`config.mk`:
```
export PLATFORM = sky130hd
export DESIGN_NAME = latlon_patch_point_query_unit
export DESIGN_NICKNAME = d
export VERILOG_FILES = /design/src/sv/lpq_pkg.sv /design/src/sv/latlon_patch_point_query_unit.sv /design/src/sv/lpq_cfg_regs.sv /design/src/sv/lpq_axis.sv /design/src/sv/lpq_reflect.sv
export VERILOG_INCLUDE_DIRS = /design/src /design/src/sv
export SDC_FILE = /design/constraint.sdc
export NUM_CORES = 1
export LEC_CHECK = 0
export CORE_UTILIZATION = 60
export CTS_CLUSTER_SIZE = 12
export DETAILED_ROUTE_END_ITERATION = 12
export DONT_BUFFER_PORTS = 1
export HOLD_SLACK_MARGIN = 0.12
export PLACE_DENSITY = 0.79
export SETUP_SLACK_MARGIN = 0.15
export SLEW_MARGIN = 25
export SYNTH_ARGS = -nofsm -noshare
export SYNTH_HDL_FRONTEND = slang
export SYNTH_SLANG_ARGS = --single-unit
```
`constraint.sdc`:
```
create_clock -name aclk -period 9.1 [get_ports aclk]
set_input_delay 0.455 -clock aclk [delete_from_list [all_inputs] [get_ports aclk]]
set_output_delay 0.455 -clock aclk [all_outputs]
set_load 0.01 [all_outputs]
```
`src/sv/assert_macros.svh`:
```
// Assertion macros used by the top-level RTL file of the patch point query block.
// No dependencies; define SYNTH to compile the assertions out.
`ifndef ASSERT_MACROS_SVH
`define ASSERT_MACROS_SVH

`ifndef SYNTH
// Checked only while reset is released.
`define ASSERT_CLK_RST(lbl, clk, rst_n, prop, msg) \
    lbl: assert property (@(posedge clk) disable iff (!rst_n) prop) else $error(msg);
// Checked at every clock edge, reset included.
`define ASSERT_CLK(lbl, clk, prop, msg) \
    lbl: assert property (@(posedge clk) prop) else $error(msg);
`else
`define ASSERT_CLK_RST(lbl, clk, rst_n, prop, msg)
`define ASSERT_CLK(lbl, clk, prop, msg)
`endif

`endif

```
`src/sv/lpq_pkg.sv`:
```
// Types, constants and helper functions for the lat/lon patch point query block.
// No dependencies; used by every module of the block.
package lpq_pkg;

    localparam int ANGLE_BITS     = 24;
    localparam int WIDE_BITS      = ANGLE_BITS + 2;
    localparam int CFG_INDEX_BITS = 8;
    localparam int CFG_DATA_BITS  = ANGLE_BITS;

    typedef logic signed [ANGLE_BITS-1:0] angle_t;
    typedef logic        [ANGLE_BITS-2:0] half_t;
    typedef logic        [ANGLE_BITS-1:0] mag_t;
    typedef logic signed [WIDE_BITS-1:0]  wide_t;
    typedef logic        [CFG_INDEX_BITS-1:0] cfg_index_t;
    typedef logic        [CFG_DATA_BITS-1:0]  cfg_data_t;

    // Register indexes of the configuration port.
    localparam cfg_index_t REG_CENTER_LAT = cfg_index_t'(0);
    localparam cfg_index_t REG_CENTER_LON = cfg_index_t'(1);
    localparam cfg_index_t REG_HALF_LAT   = cfg_index_t'(2);
    localparam cfg_index_t REG_HALF_LON   = cfg_index_t'(3);

    // Binary-angle constants: a full turn is 2^ANGLE_BITS.
    localparam mag_t  HALF_TURN    = {1'b1, {(ANGLE_BITS-1){1'b0}}};
    localparam wide_t QUARTER_TURN = wide_t'(2 ** (ANGLE_BITS - 2));

    typedef struct packed {
        angle_t center_lat;
        angle_t center_lon;
        half_t  half_lat;
        half_t  half_lon;
    } cfg_t;

    typedef struct packed {
        logic   in_range;  // plain difference within the half size
        angle_t clamp;     // wrapped point clamped to the box, wrapped
        angle_t corner;    // nearest edge by sign of the wrapped difference
        mag_t   dist_mag;  // magnitude of the wrapped difference
    } axis_res_t;

    function automatic wide_t clamp_wide(wide_t x, wide_t lo, wide_t hi);
        wide_t r;
        r = x;
        if (r < lo) begin
            r = lo;
        end
        if (r > hi) begin
            r = hi;
        end
        return r;
    endfunction

endpackage

```
`src/sv/latlon_patch_point_query_unit.sv`:
```
// Throughput: one item per cycle, unless the result side stalls with both stages full.
// Each item is registered on entry, evaluated by one pass of add/compare/clamp logic,
// and captured in the result register. The configuration registers and both valid
// flags are cleared by a synchronous active-low reset; the patch is then a single point
// at latitude and longitude zero.
// Depends on lpq_pkg, lpq_cfg_regs, lpq_axis, lpq_reflect and assert_macros.svh.
`include "assert_macros.svh"

module latlon_patch_point_query_unit (
    input  logic                       aclk,
    input  logic                       aresetn,

    // Configuration write port. Writes are expected only while the block is idle.
    input  logic                       cfg_wr_en,
    input  lpq_pkg::cfg_index_t        cfg_index,
    input  lpq_pkg::cfg_data_t         cfg_wdata,

    // Query items.
    input  logic                       s_axis_tvalid,
    output logic                       s_axis_tready,
    // [23:0] point_lat, [47:24] point_lon
    input  logic [47:0]                s_axis_tdata,

    // Result items.
    output logic                       m_axis_tvalid,
    input  logic                       m_axis_tready,
    // [0] inside_res, [24:1] clamp_lat, [48:25] clamp_lon, [72:49] corner_lat,
    // [96:73] corner_lon, [120:97] near_lat, [144:121] near_lon, [151:145] zero
    output logic [151:0]               m_axis_tdata
);

    lpq_pkg::cfg_t cfg;

    lpq_cfg_regs u_cfg (
        .aclk    (aclk),
        .aresetn (aresetn),
        .wr_en   (cfg_wr_en),
        .index   (cfg_index),
        .wdata   (cfg_wdata),
        .cfg     (cfg)
    );

    // Input stage. It frees up whenever the result register can take its item,
    // so a new item is taken every cycle unless the result side stalls with
    // both stages full.
    logic            s1_valid_reg, s1_valid_next;
    lpq_pkg::angle_t s1_lat_reg, s1_lon_reg;
    logic            out_adv;
    logic            in_acc;

    // Result stage.
    logic            m_valid_reg, m_valid_next;
    logic            inside_reg;
    lpq_pkg::angle_t clamp_lat_reg, clamp_lon_reg;
    lpq_pkg::angle_t corner_lat_reg, corner_lon_reg;
    lpq_pkg::angle_t near_lat_reg;

    lpq_pkg::axis_res_t lat_res, lon_res;
    lpq_pkg::angle_t    near_lat;
    logic               in_patch;

    assign out_adv       = !m_valid_reg || m_axis_tready;
    assign s_axis_tready = !s1_valid_reg || out_adv;
    assign in_acc        = s_axis_tvalid && s_axis_tready;

    always_comb begin
        s1_valid_next = s1_valid_reg;
        if (in_acc) begin
            s1_valid_next = 1'b1;
        end else if (out_adv) begin
            s1_valid_next = 1'b0;
        end
        m_valid_next = m_valid_reg;
        if (out_adv) begin
            m_valid_next = s1_valid_reg;
        end
    end

    always_ff @(posedge aclk) begin
        if (!aresetn) begin
            s1_valid_reg <= 1'b0;
            m_valid_reg  <= 1'b0;
        end else begin
            s1_valid_reg <= s1_valid_next;
            m_valid_reg  <= m_valid_next;
        end
    end

    always_ff @(posedge aclk) begin
        if (in_acc) begin
            s1_lat_reg <= lpq_pkg::angle_t'(s_axis_tdata[23:0]);
            s1_lon_reg <= lpq_pkg::angle_t'(s_axis_tdata[47:24]);
        end
    end

    // Per-axis clamp, corner and inside test on the registered point.
    lpq_axis u_lat (
        .point  (s1_lat_reg),
        .center (cfg.center_lat),
        .half   (cfg.half_lat),
        .res    (lat_res)
    );

    lpq_axis u_lon (
        .point  (s1_lon_reg),
        .center (cfg.center_lon),
        .half   (cfg.half_lon),
        .res    (lon_res)
    );

    // Great-circle latitude; the great-circle longitude is the clamped one.
    lpq_reflect u_refl (
        .point_lat  (s1_lat_reg),
        .center_lat (cfg.center_lat),
        .half_lat   (cfg.half_lat),
        .half_lon   (cfg.half_lon),
        .lon_mag    (lon_res.dist_mag),
        .clamp_lat  (lat_res.clamp),
        .near_lat   (near_lat)
    );

    assign in_patch = lat_res.in_range && lon_res.in_range;

    always_ff @(posedge aclk) begin
        if (out_adv && s1_valid_reg) begin
            inside_reg     <= in_patch;
            clamp_lat_reg  <= lat_res.clamp;
            clamp_lon_reg  <= lon_res.clamp;
            corner_lat_reg <= lat_res.corner;
            corner_lon_reg <= lon_res.corner;
            near_lat_reg   <= near_lat;
        end
    end

    assign m_axis_tvalid = m_valid_reg;
    assign m_axis_tdata  = {7'b0000000, clamp_lon_reg, near_lat_reg,
                            corner_lon_reg, corner_lat_reg,
                            clamp_lon_reg, clamp_lat_reg, inside_reg};

    // No result may appear in the cycle after reset is applied.
    `ASSERT_CLK(a_no_result_after_reset, aclk, !aresetn |=> !m_axis_tvalid, "result valid after reset")

    // An item in the input stage moves into the result register when it has room.
    `ASSERT_CLK_RST(a_stage_moves, aclk, aresetn, s1_valid_reg && out_adv |=> m_axis_tvalid, "input stage item was lost")

    // A point inside the patch clamps to itself.
    `ASSERT_CLK_RST(a_inside_clamp, aclk, aresetn, s1_valid_reg && out_adv && in_patch |=> clamp_lat_reg == $past(s1_lat_reg) && clamp_lon_reg == $past(s1_lon_reg), "inside point was moved by clamp")

endmodule

```
`src/sv/lpq_cfg_regs.sv`:
```
// Configuration registers of the patch point query block: center and half sizes.
// Depends on lpq_pkg.
module lpq_cfg_regs (
    input  logic               aclk,
    input  logic               aresetn,
    input  logic               wr_en,
    input  lpq_pkg::cfg_index_t index,
    input  lpq_pkg::cfg_data_t  wdata,
    output lpq_pkg::cfg_t       cfg
);

    lpq_pkg::cfg_t cfg_reg;
    lpq_pkg::cfg_t cfg_next;

    always_comb begin
        cfg_next = cfg_reg;
        if (wr_en) begin
            case (index)
                lpq_pkg::REG_CENTER_LAT: cfg_next.center_lat = lpq_pkg::angle_t'(wdata);
                lpq_pkg::REG_CENTER_LON: cfg_next.center_lon = lpq_pkg::angle_t'(wdata);
                lpq_pkg::REG_HALF_LAT:
                    cfg_next.half_lat = wdata[lpq_pkg::ANGLE_BITS-2:0];
                lpq_pkg::REG_HALF_LON:
                    cfg_next.half_lon = wdata[lpq_pkg::ANGLE_BITS-2:0];
                default: cfg_next = cfg_reg;
            endcase
        end
    end

    always_ff @(posedge aclk) begin
        if (!aresetn) begin
            cfg_reg <= '0;
        end else begin
            cfg_reg <= cfg_next;
        end
    end

    assign cfg = cfg_reg;

endmodule

```
`src/sv/lpq_axis.sv`:
```
// One axis of the point query: inside test, clamp and nearest corner.
// Depends on lpq_pkg.
module lpq_axis (
    input  lpq_pkg::angle_t    point,
    input  lpq_pkg::angle_t    center,
    input  lpq_pkg::half_t     half,
    output lpq_pkg::axis_res_t res
);

    lpq_pkg::wide_t p_w, c_w, h_w, diff, abs_diff;
    lpq_pkg::wide_t d_w, n_w, lo_w, hi_w, cl_w, k_w;
    lpq_pkg::angle_t d;

    always_comb begin
        p_w  = lpq_pkg::wide_t'(point);
        c_w  = lpq_pkg::wide_t'(center);
        h_w  = lpq_pkg::wide_t'({2'b00, 1'b0, half});
        diff = p_w - c_w;
        abs_diff = diff[lpq_pkg::WIDE_BITS-1] ? -diff : diff;

        // Wrapped difference keeps the low ANGLE_BITS bits.
        d    = lpq_pkg::angle_t'(diff[lpq_pkg::ANGLE_BITS-1:0]);
        d_w  = lpq_pkg::wide_t'(d);
        n_w  = c_w + d_w;
        lo_w = c_w - h_w;
        hi_w = c_w + h_w;
        cl_w = lpq_pkg::clamp_wide(n_w, lo_w, hi_w);
        // A zero difference picks the low side.
        k_w  = (!d[lpq_pkg::ANGLE_BITS-1] && (d != '0)) ? hi_w : lo_w;

        res.in_range = (abs_diff <= h_w);
        res.clamp    = lpq_pkg::angle_t'(cl_w[lpq_pkg::ANGLE_BITS-1:0]);
        res.corner   = lpq_pkg::angle_t'(k_w[lpq_pkg::ANGLE_BITS-1:0]);
        res.dist_mag = d[lpq_pkg::ANGLE_BITS-1] ? (lpq_pkg::mag_t'(0) - lpq_pkg::mag_t'(d))
                                                : lpq_pkg::mag_t'(d);
    end

endmodule

```
`src/sv/lpq_reflect.sv`:
```
// Great-circle latitude of the query: reflects latitude over the pole when the
// longitude gap beyond the patch edge exceeds a quarter turn. Depends on lpq_pkg.
module lpq_reflect (
    input  lpq_pkg::angle_t point_lat,
    input  lpq_pkg::angle_t center_lat,
    input  lpq_pkg::half_t  half_lat,
    input  lpq_pkg::half_t  half_lon,
    input  lpq_pkg::mag_t   lon_mag,
    input  lpq_pkg::angle_t clamp_lat,
    output lpq_pkg::angle_t near_lat
);

    lpq_pkg::mag_t  d_u, t_u;
    lpq_pkg::wide_t c_w, h_w, r_w, rc_w, gap;

    always_comb begin
        c_w = lpq_pkg::wide_t'(center_lat);
        h_w = lpq_pkg::wide_t'({2'b00, 1'b0, half_lat});
        // Wrapped latitude difference, then half turn minus twice the center
        // minus that difference, all modulo a full turn.
        d_u = lpq_pkg::mag_t'(point_lat) - lpq_pkg::mag_t'(center_lat);
        t_u = lpq_pkg::HALF_TURN - {center_lat[lpq_pkg::ANGLE_BITS-2:0], 1'b0} - d_u;
        r_w = c_w + lpq_pkg::wide_t'(lpq_pkg::angle_t'(t_u));
        rc_w = lpq_pkg::clamp_wide(r_w, c_w - h_w, c_w + h_w);

        gap = lpq_pkg::wide_t'({2'b00, lon_mag}) -
              lpq_pkg::wide_t'({2'b00, 1'b0, half_lon});

        near_lat = (gap > lpq_pkg::QUARTER_TURN)
                 ? lpq_pkg::angle_t'(rc_w[lpq_pkg::ANGLE_BITS-1:0])
                 : clamp_lat;
    end

endmodule

```
# ---- After elaboration in Yosys (flattened, before gate mapping)
# Cells that the tools add are included.
dict set report totals {
  latchBits 0
  mem_bits_ro 0
  wordCells 75
  output_inout_bits 154
  n_memories 0
  reg_bits 265
  ramBits 0
}
dict set report classes {
  shifts 0
  n_lt_le_gt_ge 9
  n_reduce_logical 19
  mux 14
  div_mod_pow 0
  bitwise_logic 0
  eq_ne 3
  n_mul 0
  n_addsub 16
}
# cell n
set op_table {}
lappend op_table {{2-to-1 mux 24 bit} 7}
lappend op_table {{2-to-1 mux 26 bit} 5}
lappend op_table {{adder 24 x 24 -> 25 bit} 5}
lappend op_table {{subtractor 24 x 24 -> 25 bit} 4}
lappend op_table {{greater-than comparator 26 x 25 -> 1 bit} 3}
lappend op_table {{< comparator 25 bit} 3}
lappend op_table {{<= comparator 26 x 24 -> 1 bit} 2}
lappend op_table {{negation 25 -> 26 bit} 2}
lappend op_table {{nonzero test 24 bit} 2}
lappend op_table {{subtractor 24 bit} 2}
lappend op_table {{greater-than comparator 26 x 24 -> 1 bit (second input constant)} 1}
lappend op_table {{subtractor 24 x 23 -> 25 bit} 1}
lappend op_table {{subtractor 1 x 24 -> 24 bit (first input constant)} 1}
lappend op_table {{subtractor 24 bit (first input constant)} 1}
lappend op_table {{equality test 8 x 2 -> 1 bit (second input constant)} 2}
lappend op_table {{equality test 8 x 1 -> 1 bit (second input constant)} 1}
lappend op_table {{logical NOT 8 bit} 1}
lappend op_table {{AND reduction 2 bit} 4}
lappend op_table {{logical AND 1 bit} 5}
lappend op_table {{logical NOT 1 bit} 4}
lappend op_table {{logical OR 1 bit} 2}
lappend op_table {{2-to-1 mux 1 bit} 2}
lappend op_table {{nonzero test 2 bit} 1}

# ---- Logic depth before layout (Yosys ltp)
# Gate-level depths: netlist (run 1).
dict set report logic_depth {
  word_depth 8
  mapped_depth 45
  ltp_nobuf 43
}

# ---- Cells and area by module
# From an unflattened synthesis (run 1), not the netlist that was laid out.
dict set report unflattened {
  hier_cells 4176
  hier_area_um2 34601.9
}
# mod cells_per_inst seq_area_each_um2 n_inst area_each_um2
set modules_own_cells {}
lappend modules_own_cells {lpq_reflect 1263 0.0 1 8873.5}
lappend modules_own_cells {{lpq_axis at u_lat} 1214 0.0 1 8638.3}
lappend modules_own_cells {{lpq_axis at u_lon} 1152 0.0 1 8122.8}
lappend modules_own_cells {latlon_patch_point_query_unit 212 5114.9 1 5429.0}
lappend modules_own_cells {lpq_cfg_regs 335 1881.8 1 3538.4}

# ---- Worst setup path before layout (run 1)
# Ideal clock, no wire load.
dict set report synth_timing {
  kind {reg-to-reg}
  startpoint {register u_cfg.cfg_reg (netlist bit u_cfg.cfg[71])}
  endpoint {register near_lat_reg[19] (data pin)}
  stages_incl_launch_ff 43
  n_path_buf 2
  required_ns 8.840
  arrival_time_ns 9.676
  period_less_slack_ns 9.936
  setup_ns 0.260
  setup_slack_ns -0.836
  cell_sequence {dfxtp_1 inv_1 fa_1 ha_1 ha_1 fa_1 a21o_1 a21oi_1 o21bai_1 a211oi_1 nor2_1 a41oi_1 xnor2_1 ha_1 nand3_1 nor2_1 nand3_1 a31oi_1 [... 7 more ...] a21boi_0 o21ai_0 nand4b_1 o22ai_1 clkbuf_1 mux2i_1 inv_1 ha_1 a2111oi_0 o21ai_0 o2111ai_1 a21oi_1 a2111oi_0 o21ai_0 o21ai_0 clkbuf_1 mux2_2 mux2_2}
}
dict set report synth_via {
  elab_chain_cells 8
}
# item line_no
set synth_lines {}
lappend synth_lines {{start, declared} lpq_cfg_regs.sv:12} ;# lpq_pkg::cfg_t cfg_reg;
lappend synth_lines {{start signal, assigned} lpq_cfg_regs.sv:34} ;# cfg_reg <= cfg_next;
lappend synth_lines {{subtractor 24 bit, on equally long branches} {lpq_reflect.sv:21, lpq_reflect.sv:22}}
lappend synth_lines {{subtractor 24 bit} lpq_reflect.sv:22} ;# t_u = lpq_pkg::HALF_TURN - {center_lat[lpq_pkg::ANGLE_BITS-2:0], 1'b0} - d_u;
lappend synth_lines {{adder 24 x 24 -> 25 bit} lpq_reflect.sv:23} ;# r_w = c_w + lpq_pkg::wide_t'(lpq_pkg::angle_t'(t_u));
lappend synth_lines {{< comparator 25 bit} lpq_pkg.sv:44} ;# if (r < lo) begin
lappend synth_lines {{2-to-1 mux 26 bit} lpq_pkg.sv:44}
lappend synth_lines {{greater-than comparator 26 x 25 -> 1 bit} lpq_pkg.sv:47} ;# if (r > hi) begin
lappend synth_lines {{2-to-1 mux 24 bit} lpq_pkg.sv:47}
lappend synth_lines {{2-to-1 mux 24 bit *} lpq_reflect.sv:30} ;# ? lpq_pkg::angle_t'(rc_w[lpq_pkg::ANGLE_BITS-1:0])
lappend synth_lines {{named net near_lat[19]} latlon_patch_point_query_unit.sv:59} ;# lpq_pkg::angle_t near_lat;
lappend synth_lines {{end signal, assigned} latlon_patch_point_query_unit.sv:131} ;# near_lat_reg <= near_lat;
lappend synth_lines {{end, declared} latlon_patch_point_query_unit.sv:56} ;# lpq_pkg::angle_t near_lat_reg;
# The timed path passes the listed nets; every way through them passes the cells marked *.
# A chain may end at the register's enable or synchronous reset.

# ---- Worst setup path in the final report (run 1)
dict set report layout_timing {
  startpoint {register s1_lat_reg[2]}
  endpoint {register near_lat_reg[1] (data pin)}
}
dict set report layout_via {
  elab_chain_cells 8
}
# item line_no
set layout_lines {}
lappend layout_lines {{start, declared} latlon_patch_point_query_unit.sv:47} ;# lpq_pkg::angle_t s1_lat_reg, s1_lon_reg;
lappend layout_lines {{start signal, assigned} latlon_patch_point_query_unit.sv:91} ;# s1_lat_reg <= lpq_pkg::angle_t'(s_axis_tdata[23:0]);
lappend layout_lines {{subtractor 24 bit} lpq_reflect.sv:21} ;# d_u = lpq_pkg::mag_t'(point_lat) - lpq_pkg::mag_t'(center_lat);
lappend layout_lines {{subtractor 24 bit} lpq_reflect.sv:22}
lappend layout_lines {{adder 24 x 24 -> 25 bit} lpq_reflect.sv:23}
lappend layout_lines {{< comparator 25 bit} lpq_pkg.sv:44}
lappend layout_lines {{2-to-1 mux 26 bit} lpq_pkg.sv:44}
lappend layout_lines {{greater-than comparator 26 x 25 -> 1 bit} lpq_pkg.sv:47}
lappend layout_lines {{2-to-1 mux 24 bit} lpq_pkg.sv:47}
lappend layout_lines {{2-to-1 mux 24 bit *} lpq_reflect.sv:30}
lappend layout_lines {{named net near_lat[1]} latlon_patch_point_query_unit.sv:59}
# Marked as above.

==> results.sh, run 1 <==
export IMPL_grt_pass1_vias=27600
export IMPL_worst_min_path_class="primary input to flip-flop"
export IMPL_max_vdd_ir_drop_mv=0.179
export IMPL_synth_ff_latch_count=265
export IMPL_clock_skew_ps=17.8
export IMPL_fin_area_um2=37200
export IMPL_hold_worst_slack_ps=250
export IMPL_pin_count_of_the_biggest_net_entering_global_routing=89
export IMPL_failed_checks="setup timing"
export IMPL_run_status="finished, violations left"
export IMPL_wl_mm=99.1
export IMPL_post_synth_cell_area_avg_um2=8.31
export IMPL_fp_coreArea_um2=50500
export IMPL_drt_antenna_violating_nets=0
export IMPL_regArea_um2=7010
export IMPL_drt_drc_violations_left=0
export IMPL_yosysUniqueCellTypes=85
export IMPL_crit_slowest_cell="sky130_fd_sc_hd__fa_1"
export IMPL_max_stage_delay_ps=410
export IMPL_report_final_slew_viol_count=0
export IMPL_grt_setup_unrepaired="true"
export IMPL_wire_per_inst_um=20.7
export IMPL_power_density_nw_per_um2=154
export IMPL_async_flop_share_pct=0
export IMPL_total_power_mw=5.73
export IMPL_largest_register_ff_count=94
export IMPL_vias=29700
export IMPL_drtIter0Drc=3014
export IMPL_synthesis_yosys_warnings=0
export IMPL_synth_top_flop_cell="sky130_fd_sc_hd__edfxtp_1"
export IMPL_track_usage_pct=36.2
export IMPL_die_height_um=229
export IMPL_ctsLongestPathBuffers=3
export IMPL_htree_num_levels=1
export IMPL_buffer_ports_inserted=0
export IMPL_cap_viol_max_count=0
export IMPL_period_minus_slack_ps=9160
export IMPL_critical_path_source_type="flip-flop"
export IMPL_setup_violations_final=12
export IMPL_timing_final_crit_share_pct=101
export IMPL_hpwl_mm=75.3
export IMPL_initial_utilization_pct=61.1
export IMPL_timing_max_slew_rel_slack_pct=31.3
export IMPL_timing_critical_path_fanout_max=6
export IMPL_fin_tns_setup_ps=-376
export IMPL_critical_path_data_required_time_ps=9470
export IMPL_highest_signal_layer="met5"
export IMPL_num_fill_cells=3759
export IMPL_cts_made_buffers=31
export IMPL_clk_insertion_delay_late_ps=620
export IMPL_grt_pass1_wl_mm=151
export IMPL_num_io_pins=239
export IMPL_met1_length_mm=43.5
export IMPL_dieArea_um2=52300
export IMPL_synth_edf_count=169
export IMPL_critPathArrivalTime_ps=9540
export IMPL_seq_area_frac_synth_pct=22.7
export IMPL_finish_net_count=4676
export IMPL_clkTransAtPathRegs_ps=60
export IMPL_tightestPinTransition_ps=1000
export IMPL_rows=82
export IMPL_area_growth_synth_to_final_pct=20.6
export IMPL_routed_wl_met2_mm=42.1
export IMPL_place_congestion=1.00
export IMPL_antenna_found_initial=4
export IMPL_clock_root_buffer="sky130_fd_sc_hd__clkbuf_16"
export IMPL_drive_gt1_share_pct=16.8
export IMPL_floorplan_die_width_um=229
export IMPL_leakagePower_nw=16.2
export IMPL_detail_route_first_pass_iterations=6
export IMPL_total_count_of_hold_check_failures_in_the_final_report=0
export IMPL_synthCells=3713
export IMPL_cts_sink_count=265
export IMPL_post_dp_cell_area_um2=34000
export IMPL_mappedNetlistArea_um2=30800
export IMPL_timing_setup_critical_path_class="flip-flop to flip-flop"
export IMPL_overflow=0
export IMPL_max_freq_mhz=109
export IMPL_vias_per_cell=6.22
export IMPL_routed_wl_met3_mm=10.5
export IMPL_reg2reg_setup_slack_ps=-60
export IMPL_worstSetupEndpointType="flip-flop"
export IMPL_tritoncts_clock_tree="yes"
export IMPL_multi_input_gate_area_in_the_final_layout_um2=23100
export IMPL_fin_ws_ps=-64.3
==> metrics by stage <==
| stage | utilization (%) | std cells | setup WS [ps] |
|---|---|---|---|
| floorplan | - | 3719 | 152 |
| global placement | 67.3 | 4612 | -279 |
| detailed placement | 67.3 | 4612 | -543 |
| CTS | 71.8 | 4761 | 158 |
| global route | 73.7 | 4783 | -470 |
| finish | 73.7 | 4783 | -64.3 |
==> cell usage in the layout, fill, tap and decap left out, types with 73 or more instances in the layout <==
master | netlist | routed
sky130_fd_sc_hd__a21o_1 | 98 | 98
sky130_fd_sc_hd__inv_1 | 339 | 333
sky130_fd_sc_hd__buf_4 | 32 | 370
sky130_fd_sc_hd__nor2_1 | 283 | 277
sky130_fd_sc_hd__nand2_1 | 349 | 348
sky130_fd_sc_hd__edfxtp_1 | 169 | 169
sky130_fd_sc_hd__o21ai_0 | 157 | 131
sky130_fd_sc_hd__nor3_1 | 79 | 73
sky130_fd_sc_hd__dlygate4sd3_1 | 0 | 82
sky130_fd_sc_hd__xnor2_1 | 194 | 184
sky130_fd_sc_hd__dfxtp_1 | 96 | 91
sky130_fd_sc_hd__mux2i_1 | 101 | 88
sky130_fd_sc_hd__ha_1 | 475 | 452
sky130_fd_sc_hd__a21boi_0 | 103 | 100
sky130_fd_sc_hd__a21oi_1 | 266 | 235
==> final cells by class <==
| class | count | area share, % |
|---|---|---|
| antenna | 3 | 0.0202 |
| clock buffer | 37 | 2.17 |
| clock inverter | 20 | 0.461 |
| inverter | 340 | 3.43 |
| multi-input combinational | 2973 | 62.1 |
| sequential | 265 | 18.8 |
| tap | 672 | 2.26 |
| timing repair buffer | 473 | 10.7 |
==> report_power, final <==
part           total (mW)  internal, mW  leakage (nW)  switching, mW
logic                3.02          1.44          13.3           1.58
registers            1.46          1.39          2.40         0.0729
clock network        1.24         0.690         0.481          0.553
==> worst max-delay path: cells and delay by family (launching register included) <==
| family | cells | cell delay [ps] |
|---|---|---|
| AOI/OAI and AO/OA | 16 | 2880 |
| adders and majority gates | 7 | 2150 |
| and+or+nand+nor | 10 | 1760 |
| muxes | 3 | 930 |
| buffers and inverters | 4 | 510 |
| DFF | 1 | 400 |
| xor gates and xnor gates | 2 | 270 |
==> cells in the mapped netlist (48+ instances only) <==
cell type / n / share of area, %
sky130_fd_sc_hd__nor3_1: 79 / 1.3
sky130_fd_sc_hd__a21o_1: 98 / 2.4
sky130_fd_sc_hd__a211oi_1: 48 / 1.2
sky130_fd_sc_hd__nand2b_1: 52 / 1.1
sky130_fd_sc_hd__o21a_1: 67 / 1.6
sky130_fd_sc_hd__xor2_1: 51 / 1.4
sky130_fd_sc_hd__mux2i_1: 101 / 3.3
sky130_fd_sc_hd__o21ai_0: 157 / 2.5
sky130_fd_sc_hd__a21boi_0: 103 / 2.5
sky130_fd_sc_hd__xnor2_1: 194 / 5.5
sky130_fd_sc_hd__nor2_1: 283 / 3.4
sky130_fd_sc_hd__ha_1: 475 / 19
sky130_fd_sc_hd__inv_1: 339 / 4.1
sky130_fd_sc_hd__edfxtp_1: 169 / 16
sky130_fd_sc_hd__dfxtp_1: 96 / 6.2
sky130_fd_sc_hd__nand2_1: 349 / 4.2
sky130_fd_sc_hd__nand3_1: 58 / 0.94
sky130_fd_sc_hd__clkbuf_1: 104 / 1.3
sky130_fd_sc_hd__a21oi_1: 266 / 4.3
==> path summary, 6_finish.rpt <==
check                     start         endpoint  depth (start not counted)
hold / removal          aresetn    u_cfg.cfg[47]                          2
setup reg to reg  s1_lat_reg[2]  near_lat_reg[1]                         42
hold reg to reg   u_cfg.cfg[17]    u_cfg.cfg[17]                          2
setup / recovery  s1_lat_reg[2]  near_lat_reg[1]                         42
==> metal layers <==
layer | global-route usage (%) | vias to the layer above
li1 | - | 14000
met1 | 52.5 | 13900
met2 | 54.9 | 1577
met3 | 6.34 | 197
met4 | 10.1 | 2
met5 | 0 | -
==> what timing repair did <==
item,CTS,global route
cloned,1,1
buffers inserted,8,17
pin swaps,48,65
endpoints found under the setup margin,43,72
gates resized for setup,82,159
hold buffers,83,0
hold endpoints to repair,144,0
==> kinds of logic after synthesis <==
kind of cell / after synthesis / share of synthesized area (%)
other cells: 1 / 0.0122
mux: 141 / 4.74
compound gates: 985 / 21.1
buf+inv: 481 / 6.29
flops: 265 / 22.7
fa+ha+maj: 507 / 21.3
xor+xnor: 245 / 6.96
simple gates: 1088 / 16.9
(Power assumes the default switching activity.)
==> run 2, diff against run 1 <==
- ABC_AREA: unset -> 1
==> results.sh, run 2 <==
export IMPL_critical_path_buf_inv_count=7
export IMPL_setup_violations_final=0
export IMPL_crit_family="simple AND/OR/NAND/NOR gates"
export IMPL_yosysTopAreaCellShare_pct=18.0
export IMPL_floorplan_die_width_um=237
export IMPL_worst_path_most_repeated_cell="sky130_fd_sc_hd__nand2_1"
export IMPL_seq_area_frac_synth_pct=21.2
export IMPL_buffer_ports_inserted=0
export IMPL_yosysUniqueCellTypes=61
export IMPL_num_io_pins=239
export IMPL_grt_setup_unrepaired="false"
export IMPL_run_status="complete, no violations"
export IMPL_fin_tns_setup_ps=0
export IMPL_total_count_of_hold_check_failures_in_the_final_report=0
export IMPL_detail_route_first_pass_iterations=6
export IMPL_cap_viol_max_count=0
export IMPL_share_of_the_core_filled_with_cells_pct=66.0
export IMPL_critical_path_data_required_time_ps=9400
export IMPL_vias=34200
export IMPL_period_minus_slack_ps=8670
export IMPL_max_stage_delay_ps=480
export IMPL_timing_max_slew_rel_slack_pct=27.8
export IMPL_worst_min_path_class="primary input to flip-flop"
export IMPL_synthCells=4907
export IMPL_fin_ws_ps=435
export IMPL_clock_root_buffer="sky130_fd_sc_hd__clkbuf_16"
export IMPL_cts_sink_count=265
export IMPL_largest_register_ff_count=94
export IMPL_tightestPinTransition_ps=1080
export IMPL_async_flop_share_pct=0
export IMPL_synthesis_yosys_warnings=0
export IMPL_rows=85
export IMPL_htree_num_levels=2
export IMPL_overflow=0
export IMPL_clock_skew_ps=26.3
export IMPL_drt_antenna_violating_nets=0
export IMPL_hpwl_mm=93.5
export IMPL_synth_top_cells_by_area="sky130_fd_sc_hd__ha_1 18%, sky130_fd_sc_hd__edfxtp_1 15%, sky130_fd_sc_hd__nand2_1 14%"
export IMPL_synth_most_common_cell="sky130_fd_sc_hd__nand2_1"
export IMPL_fp_coreArea_um2=54100
export IMPL_wire_per_inst_um=20.5
export IMPL_area_growth_synth_to_final_pct=8.12
export IMPL_antenna_found_initial=11
export IMPL_post_synth_cell_area_avg_um2=6.74
export IMPL_timing_setup_critical_path_class="flip-flop to flip-flop"
export IMPL_wl_mm=116
export IMPL_grt_pass1_wl_mm=174
export IMPL_pre_cts_ws_ps=261
export IMPL_max_vdd_ir_drop_mv=0.224
export IMPL_top_cells_by_instance_count_after_synthesis="1207 x sky130_fd_sc_hd__nand2_1, 666 x sky130_fd_sc_hd__inv_1, 478 x sky130_fd_sc_hd__a21oi_1, 475 x sky130_fd_sc_hd__ha_1, 358 x sky130_fd_sc_hd__o21ai_0"
export IMPL_drtIter0Drc=3940
export IMPL_drt_drc_violations_left=0
export IMPL_drive_gt1_share_pct=3.36
export IMPL_vias_per_cell=6.03
export IMPL_timing_final_crit_share_pct=95.2
export IMPL_tritoncts_clock_tree="yes"
export IMPL_cts_made_buffers=34
export IMPL_timing_critical_path_fanout_max=25
export IMPL_dieArea_um2=56100
export IMPL_mostFrequentLayoutCell="sky130_fd_sc_hd__nand2_1"
export IMPL_die_height_um=237
export IMPL_power_density_nw_per_um2=179
export IMPL_report_final_slew_viol_count=0
export IMPL_critical_path_source_type="flip-flop"
export IMPL_synth_top_flop_cell="sky130_fd_sc_hd__edfxtp_1"
export IMPL_track_usage_pct=40.5
export IMPL_pin_count_of_the_biggest_net_entering_global_routing=89
export IMPL_synth_edf_count=169
export IMPL_mappedNetlistArea_um2=33100
export IMPL_worstSetupEndpointType="flip-flop"
export IMPL_clkTransAtPathRegs_ps=70
export IMPL_ctsLongestPathBuffers=3
export IMPL_initial_utilization_pct=61.1
export IMPL_clk_insertion_delay_late_ps=570
export IMPL_mostFrequentLayoutCells="1204 x sky130_fd_sc_hd__nand2_1, 663 x sky130_fd_sc_hd__inv_1, 476 x sky130_fd_sc_hd__a21oi_1"
export IMPL_crit_slowest_cell="sky130_fd_sc_hd__fa_1"
export IMPL_synth_largest_area_cell="sky130_fd_sc_hd__ha_1"
export IMPL_total_power_mw=6.39
export IMPL_place_congestion=1.04
export IMPL_finish_net_count=5536
export IMPL_grt_pass1_vias=30800
export IMPL_synth_ff_latch_count=265
export IMPL_hold_worst_slack_ps=149
export IMPL_max_freq_mhz=115
export IMPL_critPathArrivalTime_ps=8970
export IMPL_leakagePower_nw=17.7
[run 2: stage by stage]
| stage | area, um^2 | instances |
|---|---|---|
| floorplan | 33100 | 4913 |
| global placement | 33700 | 5522 |
| detailed placement | 33700 | 5522 |
| CTS | 35600 | 5657 |
| global route | 35800 | 5674 |
| finish | 35800 | 5674 |
[run 2: per-layer routing]
metal,track usage [%],share of wire [%]
met5,0,0.0077
met4,15.3,4.3
met3,9.17,12
met2,58.6,40
met1,58.2,44
[run 2: final timing paths]
| kind | start | to | slack, ps | cells past startpoint |
|---|---|---|---|---|
| setup / recovery | s1_lat_reg[0] | near_lat_reg[0] | 430 | 45 |
| hold reg to reg | u_cfg.cfg[31] | u_cfg.cfg[31] | 530 | 2 |
| hold / removal | cfg_wdata[7] | u_cfg.cfg[53] | 150 | 2 |
| setup reg to reg | s1_lat_reg[0] | near_lat_reg[0] | 430 | 45 |
[run 2: where the power goes]
group,total [mW],switching [mW],internal (mW)
Clock,1.42,0.577,0.840
Combinational,3.45,2.25,1.20
Sequential,1.52,0.0884,1.43
[run 2: cells by family after synthesis]
group                    after synthesis  share of synthesized area [%]
AO/OA/AOI/OAI                       1042                           17.1
adder cells (fa/ha/maj)              507                           19.9
flip-flops                           265                           21.2
AND/OR/NAND/NOR                     2069                           26.3
XOR/XNOR                             216                           5.81
buffers and inverters                807                           9.66
other                                  1                         0.0113
[run 2: area by class of cell]
class	count	area, um^2
antenna	11	27.5
clock buffer	45	976
clock inverter	14	155
fill	4915	18400
inverter	673	2530
multi-input combinational	3841	23000
sequential	265	7010
tap	696	871
timing repair buffer	128	1210
timing repair inverter	1	7.51
[run 2: what timing repair did]
item	4_1_cts	5_1_grt
hold buffers	76	0
setup endpoints to repair	0	54
endpoints found under the hold margin	137	0
resized for setup	0	33
buffers inserted	0	5
